`src/sv/chr_pkg.sv`:
```
// Shared types and codes for the consistent hash ring lookup core.
// No dependencies; used by chr_cell and consistent_hash_ring_lookup_core.
package chr_pkg;

    localparam int POS_W   = 64;
    localparam int NODE_W  = 6;
    localparam int CNT_RC_W = 4;

    typedef enum logic [1:0] {
        KIND_INSERT = 2'd0,
        KIND_REMOVE = 2'd1,
        KIND_CLEAR  = 2'd2,
        KIND_LOOKUP = 2'd3
    } chr_kind_t;

    typedef enum logic [1:0] {
        ST_OK        = 2'd0,
        ST_COLLISION = 2'd1,
        ST_ABSENT    = 2'd2,
        ST_FULL      = 2'd3
    } chr_status_t;

    typedef enum logic [2:0] {
        CMD_HOLD,
        CMD_INS,
        CMD_DEL,
        CMD_OWN,
        CMD_CLR,
        CMD_TOK_LOAD,
        CMD_TOK_STEP
    } chr_cmd_t;

    typedef enum logic [2:0] {
        S_IDLE,
        S_CLR,
        S_CHK,
        S_APPLY,
        S_LOOK,
        S_WALK,
        S_EMIT
    } chr_state_t;

    typedef struct packed {
        logic [1:0]        kind;
        logic [POS_W-1:0]  position;
        logic [NODE_W-1:0] node;
    } chr_in_t;

    typedef struct packed {
        logic [NODE_W-1:0] owner;
        logic              owner_valid;
        logic [1:0]        status;
        logic              replica_short;
        logic              last;
    } chr_out_t;

    typedef struct packed {
        logic              valid;
        logic [POS_W-1:0]  pos;
        logic [NODE_W-1:0] owner;
    } chr_entry_t;

    typedef struct packed {
        chr_cmd_t          cmd;
        logic [POS_W-1:0]  key;
        logic [NODE_W-1:0] node;
    } chr_cell_ctl_t;

endpackage

```
`src/sv/chr_cell.sv`:
```
// One ring slot: holds a position, its owner and a walk token.
// Depends on chr_pkg.
module chr_cell
    import chr_pkg::*;
(
    input  logic          clk,
    input  logic          rst_n,
    input  chr_cell_ctl_t ctl,
    input  chr_entry_t    left,
    input  chr_entry_t    right,
    input  logic          lt_left,
    input  logic          tok_in,
    input  logic          tok_load,
    output chr_entry_t    ent,
    output logic          lt,
    output logic          eq,
    output logic          tok
);

    logic              valid_reg, valid_next;
    logic [POS_W-1:0]  pos_reg, pos_next;
    logic [NODE_W-1:0] owner_reg, owner_next;
    logic              tok_reg, tok_next;

    assign lt  = valid_reg && (pos_reg < ctl.key);
    assign eq  = valid_reg && (pos_reg == ctl.key);
    assign tok = tok_reg;
    assign ent = '{valid: valid_reg, pos: pos_reg, owner: owner_reg};

    always_comb
    begin
        valid_next = valid_reg;
        pos_next   = pos_reg;
        owner_next = owner_reg;
        tok_next   = tok_reg;
        case (ctl.cmd)
            CMD_INS:
            begin
                if (!lt)
                begin
                    if (lt_left)
                    begin
                        valid_next = 1'b1;
                        pos_next   = ctl.key;
                        owner_next = ctl.node;
                    end
                    else
                    begin
                        valid_next = left.valid;
                        pos_next   = left.pos;
                        owner_next = left.owner;
                    end
                end
            end
            CMD_DEL:
            begin
                // slots from the removed one upward pull from the right
                if (!lt)
                begin
                    valid_next = right.valid;
                    pos_next   = right.pos;
                    owner_next = right.owner;
                end
            end
            CMD_OWN:
            begin
                if (eq)
                    owner_next = ctl.node;
            end
            CMD_CLR:      valid_next = 1'b0;
            CMD_TOK_LOAD: tok_next = tok_load;
            CMD_TOK_STEP: tok_next = tok_in && valid_reg;
            default:      ;
        endcase
    end

    always_ff @(posedge clk or negedge rst_n)
    begin
        if (!rst_n)
        begin
            valid_reg <= 1'b0;
            tok_reg   <= 1'b0;
        end
        else
        begin
            valid_reg <= valid_next;
            tok_reg   <= tok_next;
        end
    end

    always_ff @(posedge clk)
    begin
        pos_reg   <= pos_next;
        owner_reg <= owner_next;
    end

endmodule

```
`config.mk`:
```
export PLATFORM = sky130hd
export DESIGN_NAME = chr_cell
export DESIGN_NICKNAME = d
export VERILOG_FILES = /design/src/sv/chr_pkg.sv /design/src/sv/chr_cell.sv
export SDC_FILE = /design/constraint.sdc
export NUM_CORES = 1
export LEC_CHECK = 0
export ABC_AREA = 0
export ABC_CLOCK_PERIOD_IN_PS = 6700
export BUFFER_PORTS_ARGS = -buffer_cell sky130_fd_sc_hd__buf_2
export CAP_MARGIN = 20
export CORE_MARGIN = 8
export CORE_UTILIZATION = 40
export DETAILED_ROUTE_END_ITERATION = 8
export GPL_TIMING_DRIVEN = 0
export PLACE_DENSITY_LB_ADDON = 0.15
export RECOVER_POWER = 25
export SYNTH_ARGS = -nofsm -noshare
export SYNTH_HDL_FRONTEND = slang
export SYNTH_SLANG_ARGS = --single-unit
export TNS_END_PERCENT = 100
```
`constraint.sdc`:
```
create_clock -name clk -period 6.7 [get_ports clk]
set_input_delay 1.34 -clock clk [delete_from_list [all_inputs] [get_ports clk]]
set_output_delay 1.34 -clock clk [all_outputs]
set_load 0.02 [all_outputs]
```
==> impl_metrics.ini, run 1 <==
[clock_network]
cts_made_buffers = 9
cts_tree = built
post_cts_resized = 0
cts_root_buf = clkbuf_16
cts_sinks = 72
insertion_delay_ns = 0.34
cts_post_setup_buffers_inserted = 0
postCtsHoldBufs = 0
cts_buffer_depth = 2
clkTransAtPathRegs_ns = 0.06
cts_htree_levels = 3

[yosys]
ys_warn_count = 0
yosys_register_bits = 72
synth.top_cell.area_share_pct = 38.8
synth-simple-area-share_pct = 13.0
synthXorXnorAreaFrac_pct = 0.162
synthAdderAreaFrac_pct = 14.8
synth_top_area_cell = edfxtp_1
synth_compound_area_share_pct = 13.3
synthCells = 568
synth_area_leaders = edfxtp_1 (39%), ha_1 (15%), mux2i_1 (12%)
synthMuxAreaShare_pct = 12.0
synth.cell_area_mm2 = 0.00542
synth_top_family_by_area = adder cells
avgSynthCellArea_um2 = 9.53
syn_nets = 852
ys_seq_area_share_pct = 39.7
ys_types = 48

[timing]
fin_ws_ns = 1.98
final_hold_viol_count = 0
finalClockSkew_ns = 0.00926
maxClockFrequency_mhz = 212
final_max_slew_viol_count = 0
period_needed_ns = 4.72
fin_crit_sh_pct = 70.5
slew_headroom_pct = 40.8
rsz0062_at_grt = false
setup_viol = 0
tightest_slew_ns = 0.881
whs_ns = 0.648

[place]
gp_congestion = 0.873
dp.cells = 1037
preCtsSetupSlack_ns = 1.95
dp.final_hpwl_um = 15400
port_buffers = 290

[global_route]
met1_usage_pct = 22.8
grt_usage_pct = 20.6
grtUsageMet2_pct = 36.3
grt_remaining_overflow = 0
grt_pass1_vias = 5754
antenna_found_initial = 3
global_route.peak_usage_layer = met2
grt_max_degree = 20
grt_pass1_wl_um = 29000
gr-usage-met3_pct = 7.16

[pwr]
power.internal_mw = 1.11
comb_power_share_pct = 24.5
netSwitchingFraction_pct = 28.4
p_total_mw = 1.55
powerDensity_mw_per_mm2 = 207
ir_drop_mv = 0.102
clockPowerShare_pct = 38.7
cellLeakagePower_nw = 3.61
p_switching_mw = 0.439
power_frac_seq_pct = 36.8

[worst_setup_path]
rr_startpoint = pos_reg[30]$_DFFE_PP_
worstReg2RegEnd = pos_reg[19]$_DFFE_PP_
critPathMaxFanout = 4
arrival_ns = 3.38
cp.required_ns = 5.36
reg2reg_setup_slack_ns = 3.22
start_kind = input port
worstSetupPathType = in2out
reg2reg_depth = 9
critPathCaptureType = output port

[detailed_routing]
drtIter0Drc = 215
drcViolationCount = 0
dr.pass1.iters = 4
vias_per_cell = 5.03
ant_nets = 0
wl_per_cell_um = 17.6
vias = 5292
drt_wl_total_um = 18600

[job]
maxCapViolations = 0

[floorplan]
die_x_um = 132
fp.dieH_um = 132
rows = 42
ios = 294
start_util_pct = 40.9
dieArea_mm2 = 0.0175
coreArea_mm2 = 0.0132

[run_status]
status = finished clean

[layout]
fillCellCount = 1286
fin_cells = 1053
final_cell_mix = buf_2 (243), nand2_1 (93), o21ai_0 (74)
fin_nets = 1156
drive_gt1_share_pct = 31.5
largest_reg_flops = 64
antenna_cells = 0
area_delta_synth_final_pct = 38.2
layout_commonest_cell = buf_2
utilization_pct = 56.5

[worst_hold_path]
min-delay-start = tok$_DFFE_PN0P_
min_to = tok$_DFFE_PN0P_
min-delay-path-class = reg2reg
min_path_cells = 2
logic make-up after synthesis:
group / after synthesis
flip-flops: 72
AO/OA/AOI/OAI: 125
AND/OR/NAND/NOR: 149
buffers and inverters: 92
adder cells (fa/ha/maj): 64
multiplexers: 65
XOR/XNOR: 1
power by group through the flow:
stage / logic (mW) / registers, mW / clock network [mW]
CTS: 0.391 / 0.569 / 0.613
detailed placement: 0.388 / 0.578 / 0
finish: 0.380 / 0.569 / 0.600
floorplan: 0.172 / 0.620 / 0
global route: 0.423 / 0.574 / 0.631
global placement: 0.367 / 0.581 / 0
worst max-delay path by stage:
stage                     startpoint                    end  slack, ns  cells past startpoint
after floorplan              ctl[64]   pos_reg[0]$_DFFE_PP_       0.89                      9
after global placement       ctl[36]  pos_reg[39]$_DFFE_PP_      -0.80                      9
after detailed placement     ctl[41]                     lt       1.95                     10
after CTS                    ctl[41]                     lt       1.96                     10
after global routing         ctl[41]                     lt       1.79                     10
final                        ctl[41]                     lt       1.98                     10
stage by stage:
step                      TNS [ns]  instance area (um^2)
final                            0                  7480
after global routing             0                  7480
after CTS                        0                  7550
after detailed placement         0                  7180
after global placement      -50.64                  7090
after floorplan                  0                  5420
metal layers:
layer | routed length [um] | vias to the layer above
met4 | 248 | 6
met2 | 9180 | 195
met5 | 39 | -
li1 | - | 2652
met3 | 1470 | 25
met1 | 7630 | 2414
layout make-up:
| type | instances | area, um^2 | share of cell area (%) |
|---|---|---|---|
| Tap cell | 176 | 220 | 2.94 |
| Timing Repair Buffer | 293 | 1470 | 19.6 |
| Multi-Input combinational cell | 404 | 2890 | 38.6 |
| Clock buffer | 9 | 225 | 3.01 |
| Sequential cell | 72 | 2150 | 28.8 |
| Inverter | 67 | 251 | 3.36 |
| Buffer | 25 | 130 | 1.74 |
| Clock inverter | 7 | 144 | 1.92 |
critical path: stages:
cell	delay, ns
buf_2	0.09
inv_1	0.04
ha_1	0.31
a21oi_1	0.12
o21ai_0	0.11
a221oi_1	0.41
o22ai_1	0.16
nor3_1	0.35
and2_4	0.27
buf_2	0.19
cell usage after synthesis (all sizes together):
master and number:
a2111oi 1, a211o 1, a211oi 1, a21o 1, a21oi 26, a221oi 5, a22o 1, a22oi 6
and2 2, and2b 1, and4 5, buf 10, clkbuf 14, clkdlybuf4s15 1, dfrtp 2, edfxtp 70
ha 64, inv 67, mux2i 65, nand2 93, nand2b 2, nand3 9, nand4 13, nand4b 3
nor2 10, nor2b 2, nor3 5, nor4 2, nor4b 1, o211ai 1, o21ai 75, o21bai 2
o221a 1, o22ai 2, o31ai 1, o41a 1, or3 1, xnor2 1
No activity file was read; power rests on OpenSTA's default activity.
==> run 2, diff against run 1 <==
- ABC_CLOCK_PERIOD_IN_PS: 6700 -> 3900
- clock period: 6.7 -> 3.9 ns (I/O delays scaled with it)
==> run 2 against run 1 <==
Via count increased by 1.6%. Clock skew decreased by 0.0029 ns. Utilization grew 0.44 points. Global-route usage is 0.68 points higher. Flip-flop and latch count unchanged. Routed wire length rose by 2.7%. Critical path depth is 2 higher. Total power grew 54%. Largest power group is now sequential cells. Highest routed layer unchanged.
==> impl_metrics.ini, run 2 (synthesized netlist as in run 1, its figures left out) <==
[run_status]
status = finished clean

[clock_network]
cts_root_buf = clkbuf_16
post_cts_resized = 0
cts_made_buffers = 9
cts_post_setup_buffers_inserted = 0
insertion_delay_ns = 0.33
cts_sinks = 72
cts_htree_levels = 3
cts_tree = built
postCtsHoldBufs = 0
clkTransAtPathRegs_ns = 0.05
cts_buffer_depth = 2

[pwr]
clockPowerShare_pct = 30.3
p_total_mw = 2.39
ir_drop_mv = 0.213
power.internal_mw = 1.65
cellLeakagePower_nw = 3.57
comb_power_share_pct = 28.4
p_switching_mw = 0.734
netSwitchingFraction_pct = 30.7
powerDensity_mw_per_mm2 = 317
power_frac_seq_pct = 41.2

[worst_setup_path]
start_kind = input port
rr_startpoint = pos_reg[30]$_DFFE_PP_
cp-startpoint = ctl[36]
critPathMaxFanout = 18
worstSetupPathType = in2reg
cp.required_ns = 3.94
arrival_ns = 3.72
critPathCaptureType = register

[layout]
fin_nets = 1158
fillCellCount = 1292
largest_reg_flops = 64
area_delta_synth_final_pct = 39.3
antenna_cells = 0
drive_gt1_share_pct = 34.1
layout_commonest_cell = buf_2
utilization_pct = 57.0
final_cell_mix = buf_2 (248), nand2_1 (93), o21ai_0 (74)

[floorplan]
die_x_um = 132
ios = 294
dieArea_mm2 = 0.0175
coreArea_mm2 = 0.0132
start_util_pct = 40.9
fp.dieH_um = 132
rows = 42

[worst_hold_path]
min-delay-path-class = in2async

[timing]
rsz0062_at_grt = false
maxClockFrequency_mhz = 272
fin_crit_sh_pct = 94.3
period_needed_ns = 3.68
tightest_slew_ns = 0.885
whs_ns = 0.232
final_max_slew_viol_count = 0
slew_headroom_pct = 40.8
finalClockSkew_ns = 0.00641
setup_viol = 0
final_hold_viol_count = 0

[job]
maxCapViolations = 0

[detailed_routing]
vias_per_cell = 5.10
ant_nets = 0
dr.pass1.iters = 4
drt_wl_total_um = 19100
drcViolationCount = 0
drtIter0Drc = 226
vias = 5378
wl_per_cell_um = 18.1

[global_route]
grt_usage_pct = 21.3
antenna_found_initial = 1
grt_pass1_vias = 5960
grt_remaining_overflow = 0
grt_pass1_wl_um = 30100
grt_max_degree = 19

[place]
gp_congestion = 0.875
dp.final_hpwl_um = 16000
port_buffers = 290
-- run 2: worst paths after layout --
check                                   endpoint  slack [ns]  depth (start not counted)
min in group clk                 tok$_DFFE_PN0P_        0.64                          2
max in group asynchronous        tok$_DFFE_PN0P_        3.53                          1
setup reg to reg           pos_reg[16]$_DFFE_PP_        0.38                         10
hold / removal             valid_reg$_DFFE_PN0P_        0.23                          1
setup / recovery           pos_reg[16]$_DFFE_PP_        0.22                         12
hold reg to reg                  tok$_DFFE_PN0P_        0.64                          2
-- run 2: area by class of cell --
type                    count  area, um^2  share of cell area [%]
flip-flops and latches     72        2150                    28.5
well taps                 176         220                    2.92
repair buffers            295        1480                    19.6
inverters                  67         269                    3.57
clock buffers              13         240                    3.18
multi-input cells         404        3040                    40.3
plain buffers              25         130                    1.72
clock inverters             2        7.51                  0.0995
-- run 2: power by group through the flow --
stage          sequential (mW)  combinational (mW)  clock (mW)
3_3_place_gp              1.00               0.652           0
2_1_floorplan             1.07               0.310           0
5_1_grt                  0.993               0.759       0.766
3_5_place_dp              1.00               0.689           0
4_1_cts                  0.984               0.694       0.742
6_report                 0.984               0.679       0.725
-- run 2: stage by stage --
| step | setup WS (ns) | instance area [um^2] | TNS, ns | std cells |
|---|---|---|---|---|
| after floorplan | -0.300 | 5590 | -19.20 | 568 |
| after global placement | -1.49 | 7270 | -95.31 | 1034 |
| after detailed placement | -0.202 | 7350 | -3.94 | 1038 |
| after CTS | 0.156 | 7600 | 0 | 1053 |
| after global routing | 0.00117 | 7540 | 0 | 1054 |
| final | 0.223 | 7540 | 0 | 1054 |
-- run 2: layer usage --
metal	track usage [%]	vias to the layer above	routed length [um]
met5	0	-	16
met4	6.81	2	371
met3	7.05	30	1480
met2	37.9	212	9560
met1	23.2	2479	7640
li1	-	2655	-
-- run 2: worst max-delay path, stage by stage --
cell	delay [ns]
buf_2	0.10
inv_1	0.04
ha_1	0.31
nand4_1	0.22
nor4_1	0.49
o41a_1	0.29
o21bai_4	0.08
and2_4	0.19
nor3_4	0.64
buf_8	0.25
buf_16	0.16
buf_16	0.16
==> run 3, diff against run 2 <==
- RECOVER_POWER: 25 -> 100
==> run 3 against run 2 <==
Combinational power fell by 2%. Clock power barely moved. Largest power group unchanged. Worst setup slack got worse by 0.0035 ns.
==> impl_metrics.ini, run 3 (synthesized netlist as in run 1, its figures left out) <==
[detailed_routing]
wl_per_cell_um = 18.1
drt_wl_total_um = 19100
dr.pass1.iters = 6
drcViolationCount = 0
drtIter0Drc = 245
vias_per_cell = 5.13
ant_nets = 0
vias = 5407

[worst_setup_path]
rr_startpoint = pos_reg[59]$_DFFE_PP_
slowest_stage = nor3_4
critical_path.top_delay_family = simple AND/OR/NAND/NOR gates
cp_num_buf_inv = 5
crit_path_frequent_cell = buf_16
worstSetupPathType = in2reg
arrival_ns = 3.72
critPathCaptureType = register
start_kind = input port
reg2reg_depth = 11
worstReg2RegEnd = pos_reg[16]$_DFFE_PP_
cp_slowest_stage_delay_ns = 0.61
cp.required_ns = 3.94
reg2reg_setup_slack_ns = 0.37
worstPathCellList = buf_2 -> inv_8 -> ha_4 -> and4_1 -> nand4b_1 -> or3_1 -> nand2b_4 -> o21bai_1 -> and2_4 -> nor3_4 -> buf_8 -> buf_16 -> buf_16
critPathMaxFanout = 18

[clock_network]
cts_htree_levels = 3
cts_tree = built
cts_post_setup_buffers_inserted = 0
post_cts_resized = 0
clkTransAtPathRegs_ns = 0.05
cts_buffer_depth = 2
cts_made_buffers = 9
cts_sinks = 72
cts_root_buf = clkbuf_16
postCtsHoldBufs = 0
insertion_delay_ns = 0.33

[timing]
final_hold_viol_count = 0
finalClockSkew_ns = 0.00637
slew_headroom_pct = 38.9
maxClockFrequency_mhz = 272
fin_crit_sh_pct = 94.4
period_needed_ns = 3.68
setup_viol = 0
final_max_slew_viol_count = 0
tightest_slew_ns = 0.917
rsz0062_at_grt = false

[layout]
largest_reg_flops = 64
area_delta_synth_final_pct = 38.1
fin_area_mm2 = 0.00748
antenna_cells = 0
utilization_pct = 56.5
drive_gt1_share_pct = 30.2
layout_commonest_cell = buf_2
final_cell_mix = buf_2 (216), clkbuf_1 (97), nand2_1 (93)
fin_nets = 1158

[place]
gp_congestion = 0.875
dp.final_hpwl_um = 16000
port_buffers = 290
dpl_cell_area_mm2 = 0.00735

[worst_hold_path]
min-delay-path-class = in2async

[global_route]
grt_pass1_wl_um = 30100
global_route.peak_usage_layer = met2
grt_pass1_vias = 5960
grtUsageMet2_pct = 37.9
met1_usage_pct = 23.2
gr-usage-met3_pct = 7.05
grt_max_degree = 19
grt_usage_pct = 21.3
antenna_found_initial = 1
grt_remaining_overflow = 0

[run_status]
status = finished clean

[job]
maxCapViolations = 0

[floorplan]
rows = 42
fp.dieH_um = 132
die_x_um = 132
ios = 294
start_util_pct = 40.9
dieArea_mm2 = 0.0175
coreArea_mm2 = 0.0132

[pwr]
p_total_mw = 2.38
ir_drop_mv = 0.211
powerDensity_mw_per_mm2 = 318
cellLeakagePower_nw = 3.47
run 3: changes by cell type in the layout (fill, tap and decap cells not counted):
cell / before / now
clkbuf_2: 0 / 1
o21bai_4: 1 / 0
clkbuf_1: 64 / 97
o21bai_1: 1 / 2
a221oi_1: 4 / 5
buf_1: 4 / 3
buf_2: 248 / 216
buf_8: 2 / 1
a221oi_2: 1 / 0
run 3: worst max path at each step:
stage          cells past startpoint                     to     from
2_1_floorplan                      9   pos_reg[0]$_DFFE_PP_  ctl[64]
3_3_place_gp                       9  pos_reg[17]$_DFFE_PP_  ctl[36]
3_5_place_dp                      12  pos_reg[14]$_DFFE_PP_  ctl[36]
4_1_cts                           12  pos_reg[16]$_DFFE_PP_  ctl[36]
5_1_grt                           12  pos_reg[25]$_DFFE_PP_  ctl[36]
6_report                          13  pos_reg[16]$_DFFE_PP_  ctl[64]
run 3: power breakdown:
group          internal (mW)  switching (mW)  total (mW)  leakage, nW
sequential             0.941          0.0441       0.985        0.676
combinational          0.280           0.388       0.668         2.67
clock                  0.424           0.299       0.723        0.119
run 3: stage by stage:
step	setup WS, ns	hold slack, ns	cells	TNS [ns]
floorplan	-0.300	0.484	568	-19.20
global placement	-1.49	0.567	1034	-95.31
detailed placement	-0.202	0.571	1038	-3.94
CTS	0.156	0.215	1053	0
global route	0.0396	0.224	1054	0
finish	0.219	0.232	1054	0
run 3: metal layers:
layer  part of all wire, %  routed length [um]  vias to the layer above
li1                      -                   -                     2655
met1                    40                7620                     2497
met2                    50                9610                      223
met3                   7.7                1470                       30
met4                   2.0                 384                        2
met5                 0.084                  16                        -
run 3: area by class of cell:
cell class                 count  area (um^2)
clock buffer                  13          240
multi-input combinational    404         3030
fill                        1305         5770
clock inverter                 2         7.51
tap                          176          220
buffer                        25          125
inverter                      67          269
timing repair buffer         295         1440
sequential                    72         2150
